<file path="src/rtl/core/assert_macros.svh">
// Assertion helper macros for the sparse row matrix-vector engine.
// Used by RTL files that carry concurrent checks; no other dependencies.
`ifndef ASSERT_MACROS_SVH
`define ASSERT_MACROS_SVH

// same-cycle implication
`define SRME_AST_IMP(lbl, c, r, a, b, msg) \
	lbl: assert property (@(posedge c) disable iff (!r) (a) |-> (b)) else $error(msg);

// next-cycle implication
`define SRME_AST_NXT(lbl, c, r, a, b, msg) \
	lbl: assert property (@(posedge c) disable iff (!r) (a) |=> (b)) else $error(msg);

`endif

</file>
<file path="src/rtl/core/srme_ram.sv">
// Generic single-write, single-read RAM with registered read data.
// No dependencies.
module srme_ram #(
	parameter int W = 16,
	parameter int D = 256
) (
	input  logic                                 clk,
	input  logic                                 we,
	input  logic [(D > 1 ? $clog2(D) : 1)-1:0]   waddr,
	input  logic [W-1:0]                         wdata,
	input  logic [(D > 1 ? $clog2(D) : 1)-1:0]   raddr,
	output logic [W-1:0]                         rdata
);
	logic [W-1:0] mem [0:D-1];

	always_ff @(posedge clk) begin
		if (we) begin
			mem[waddr] <= wdata;
		end
		rdata <= mem[raddr];
	end
endmodule

</file>
<file path="config.mk">
export PLATFORM = sky130hd
export DESIGN_NAME = srme_ram
export DESIGN_NICKNAME = d
export VERILOG_FILES = /design/src/rtl/core/assert_macros.svh /design/src/rtl/core/srme_ram.sv
export SDC_FILE = /design/constraint.sdc
export NUM_CORES = 2
export LEC_CHECK = 0
export BUFFER_PORTS_ARGS = -buffer_cell sky130_fd_sc_hd__buf_2
export CELL_PAD_IN_SITES_DETAIL_PLACEMENT = 0
export CELL_PAD_IN_SITES_GLOBAL_PLACEMENT = 2
export CORE_MARGIN = 2
export CORE_UTILIZATION = 46
export CTS_BUF_LIST = sky130_fd_sc_hd__clkbuf_4 sky130_fd_sc_hd__clkbuf_8 sky130_fd_sc_hd__clkbuf_16
export CTS_CLUSTER_SIZE = 28
export DETAILED_ROUTE_END_ITERATION = 12
export PLACE_DENSITY = 0.73
export SYNTH_ARGS = -nofsm -noshare
export SYNTH_HDL_FRONTEND = slang
export SYNTH_SLANG_ARGS = --single-unit
</file>
<file path="constraint.sdc">
create_clock -name clk -period 2.6 [get_ports clk]
set_clock_uncertainty 0.1 [all_clocks]
set_input_delay 0.52 -clock clk [delete_from_list [all_inputs] [get_ports clk]]
set_output_delay 0.52 -clock clk [all_outputs]
set_load 0.02 [all_outputs]
</file>
==> out/metrics.cfg <==
[cells_and_area]
final_layout_size_suffix_gt1_share_pct=33.6
stdcell_area_um2=191000
fillCellCount=25700
final_nets=8594
area_delta_synth_final_pct=20.1
fin_cells=13500

[global_route]
grt_use_total_pct=25.2
grt_pass1_vias=81400
grt_start_max_net_pins=117
gr-total-overflow=0
grt_pass1_wl_um=623000
antenna_found_initial=32

[placed_design]
port-buffer-count=49
routabilityCongestion=0.881
placed_area_um2=176000
placedCellCount=12700
place_hpwl_um=282000

[clocking]
clk_pin_slew_ps=60
cts_tree=yes
clockBufferDepth=4
cts_max_level=5
cts_sinks=4112
cts_buffers=421
clockRootBuffer=clkbuf_16
cts_setup_buffers=0
insertion_delay_ps=980

[yosys]
synthesis.nets=7394
synth_edf_count=4096
ys_types=52
synth_ff_type=edfxtp_1
netlist_area_um2=159000
yosysWarningCount=0
syn_inst=7360
async_flop_share_pct=0
ys_seq_elements=4112
synth.avg_cell_area_um2=21.6
ys_seq_area_share_pct=77.7

[timing]
finalMaxSlewViolations=0
worst_slew_pin_slew_ps=1080
slew_headroom_pct=27.6
fmax_mhz=363
layout_setup_ws_ps=-152
hold_violations=0
min_period_over_period_pct=106
period_needed_ps=2750
hold-worst-slack_ps=285
rsz0062_at_grt=yes
setup_viol=7

[pwr]
pwr-share-seq_pct=51.6
p_switching_uw=30500
combPwrFrac_pct=5.8
leakagePower_uw=0.0620
power_density_nw_per_um2=744
clkPwrFrac_pct=42.6
switching_share_pct=21.5
p_int_uw=111000
irDropWorstVdd_mv=0.594

[route]
ant_nets=0
wl_per_cell_um=32.9
post-route-drc-count=0
drtIter0Drc=10100
drtPass1Iterations=5
drt_wl_total_um=443000
via_per_inst=6.09
num_vias=82000

[min_path]
min_path_cells=4
min_to=mem[59][6]
hold_path_startpoint=waddr[1]
hold_path.class=input port to register

[job]
maxCapViolations=0

[status]
status=finished, violations left
violations=setup timing

[worst_setup_path]
path_max_fanout=1
cp.depth=6
cp_slowest_cell=mux4_2
crit_buf_inv=1
worst_path_largest_cell_delay_ps=570
critPathLaunchType=register
arrival_ps=3500
reg2reg_slack_ps=-150
crit_top_cell=mux4_2
end_kind=register
r2r-end=rdata[2]
worstReg2RegStart=mem[59][2]
crit_chain=mux4_2 > mux4_2 > a22o_4 > o32ai_4 > buf_4 > nor4_2
crit_type=register to register
cp.required_ps=3350
rr_worst_depth=6
path_delay_family=multiplexers

[floorplanning]
die-area_um2=350000
rows=215
start_util_pct=46.2
ios=50
die_width_um=591
core_area_um2=343000
die_h_um=591

## per-layer routing
layer,GRT usage [%],part of all wire (%),up-vias
met5,0,0.027,-
met4,6.71,3.0,20
met3,4.41,8.5,629
met2,40.2,48,3678
met1,36.0,41,43900
li1,-,-,33700
## what timing repair did
item	CTS	global route
endpoints found under the setup margin	15	16
pin swaps	15	9
hold endpoints to repair	623	0
gates cloned	0	3
gates resized for setup	81	49
hold buffers	16	0
## worst register-to-register path, stage by stage (launching register included)
cell	delay, ps
edfxtp_1	380
mux4_2	480
mux4_2	570
a22o_4	350
o32ai_4	510
buf_4	220
nor4_2	30
## how the worst max path moves through the flow
stage,start,endpoint,slack [ps]
5_1_grt,mem[7][10],rdata[10],-160
4_1_cts,mem[59][2],rdata[2],-150
2_1_floorplan,waddr[3],mem[235][0],-190
3_5_place_dp,raddr[0],rdata[10],-2050
3_3_place_gp,raddr[0],rdata[10],-2020
6_report,mem[59][2],rdata[2],-150
## synth_stat cells, drive strengths merged, types with 21 or more instances
library cell	n	share of area (%)
o22ai	148	0.58
mux4	797	11
buf	222	1.1
o221ai	253	1.4
a21oi	175	0.55
nand2	38	0.090
nor3	92	0.29
o21ai	38	0.12
edfxtp	4096	77
nand4	26	0.10
a221oi	28	0.15
a22oi	43	0.20
mux2	88	0.62
o32ai	21	0.12
nand3	35	0.11
clkbuf	230	0.54
nor2	304	0.72
a22o	32	0.18
mux2i	565	3.6
## cell usage in the layout (no fill, tap or decap), types with 79 or more instances in the layout
cell type	n
edfxtp_1	4096
mux4_2	797
buf_4	787
mux2i_1	565
clkbuf_16	426
buf_12	358
o221ai_1	247
nor2_1	201
a21oi_1	175
o22ai_1	148
nor2_2	102
clkinv_2	95
mux2_2	86
clkinv_1	80
nor3_1	79
## stage by stage
| step | setup slack, ps | power [µW] | util, % | setup TNS, ps |
|---|---|---|---|---|
| after floorplan | -185 | 78200 | - | -350160 |
| after global placement | -2020 | 82500 | 51.2 | -23130 |
| after detailed placement | -2050 | 82600 | 51.2 | -22150 |
| after CTS | -154 | 143000 | 55.4 | -553 |
| after global routing | -158 | 146000 | 55.5 | -451 |
| final | -152 | 142000 | 55.5 | -410 |
## state kept, by name, indices dropped and copies added, names as in the netlist
name,cells
mem,4096
rdata,16
## layout make-up
cell class                      count  area [µm²]  share of cell area [%]
Antenna cell                        7        17.5                 0.00919
Inverter                            4        27.5                  0.0144
Clock buffer                      500       11200                    5.86
Sequential cell                  4112      123000                    64.7
Tap cell                         4557        5700                    2.99
Clock inverter                    266        2670                    1.40
Timing Repair Buffer             1229       14000                    7.36
Multi-Input combinational cell   2792       33700                    17.7
## logic make-up after synthesis
| group | synth area share (%) |
|---|---|
| multiplexers | 15.5 |
| buffers and inverters | 1.69 |
| AND/OR/NAND/NOR | 1.57 |
| flip-flops | 77.7 |
| AO/OA/AOI/OAI | 3.54 |
## power groups by stage
stage	Combinational, µW	Sequential, µW	Clock [µW]
final	8240	73200	60500
after global placement	7910	74600	0
after floorplan	3600	74600	0
after CTS	8190	73200	61300
after global routing	8590	73200	63800
after detailed placement	8030	74600	0
(Power assumes the default switching activity.)
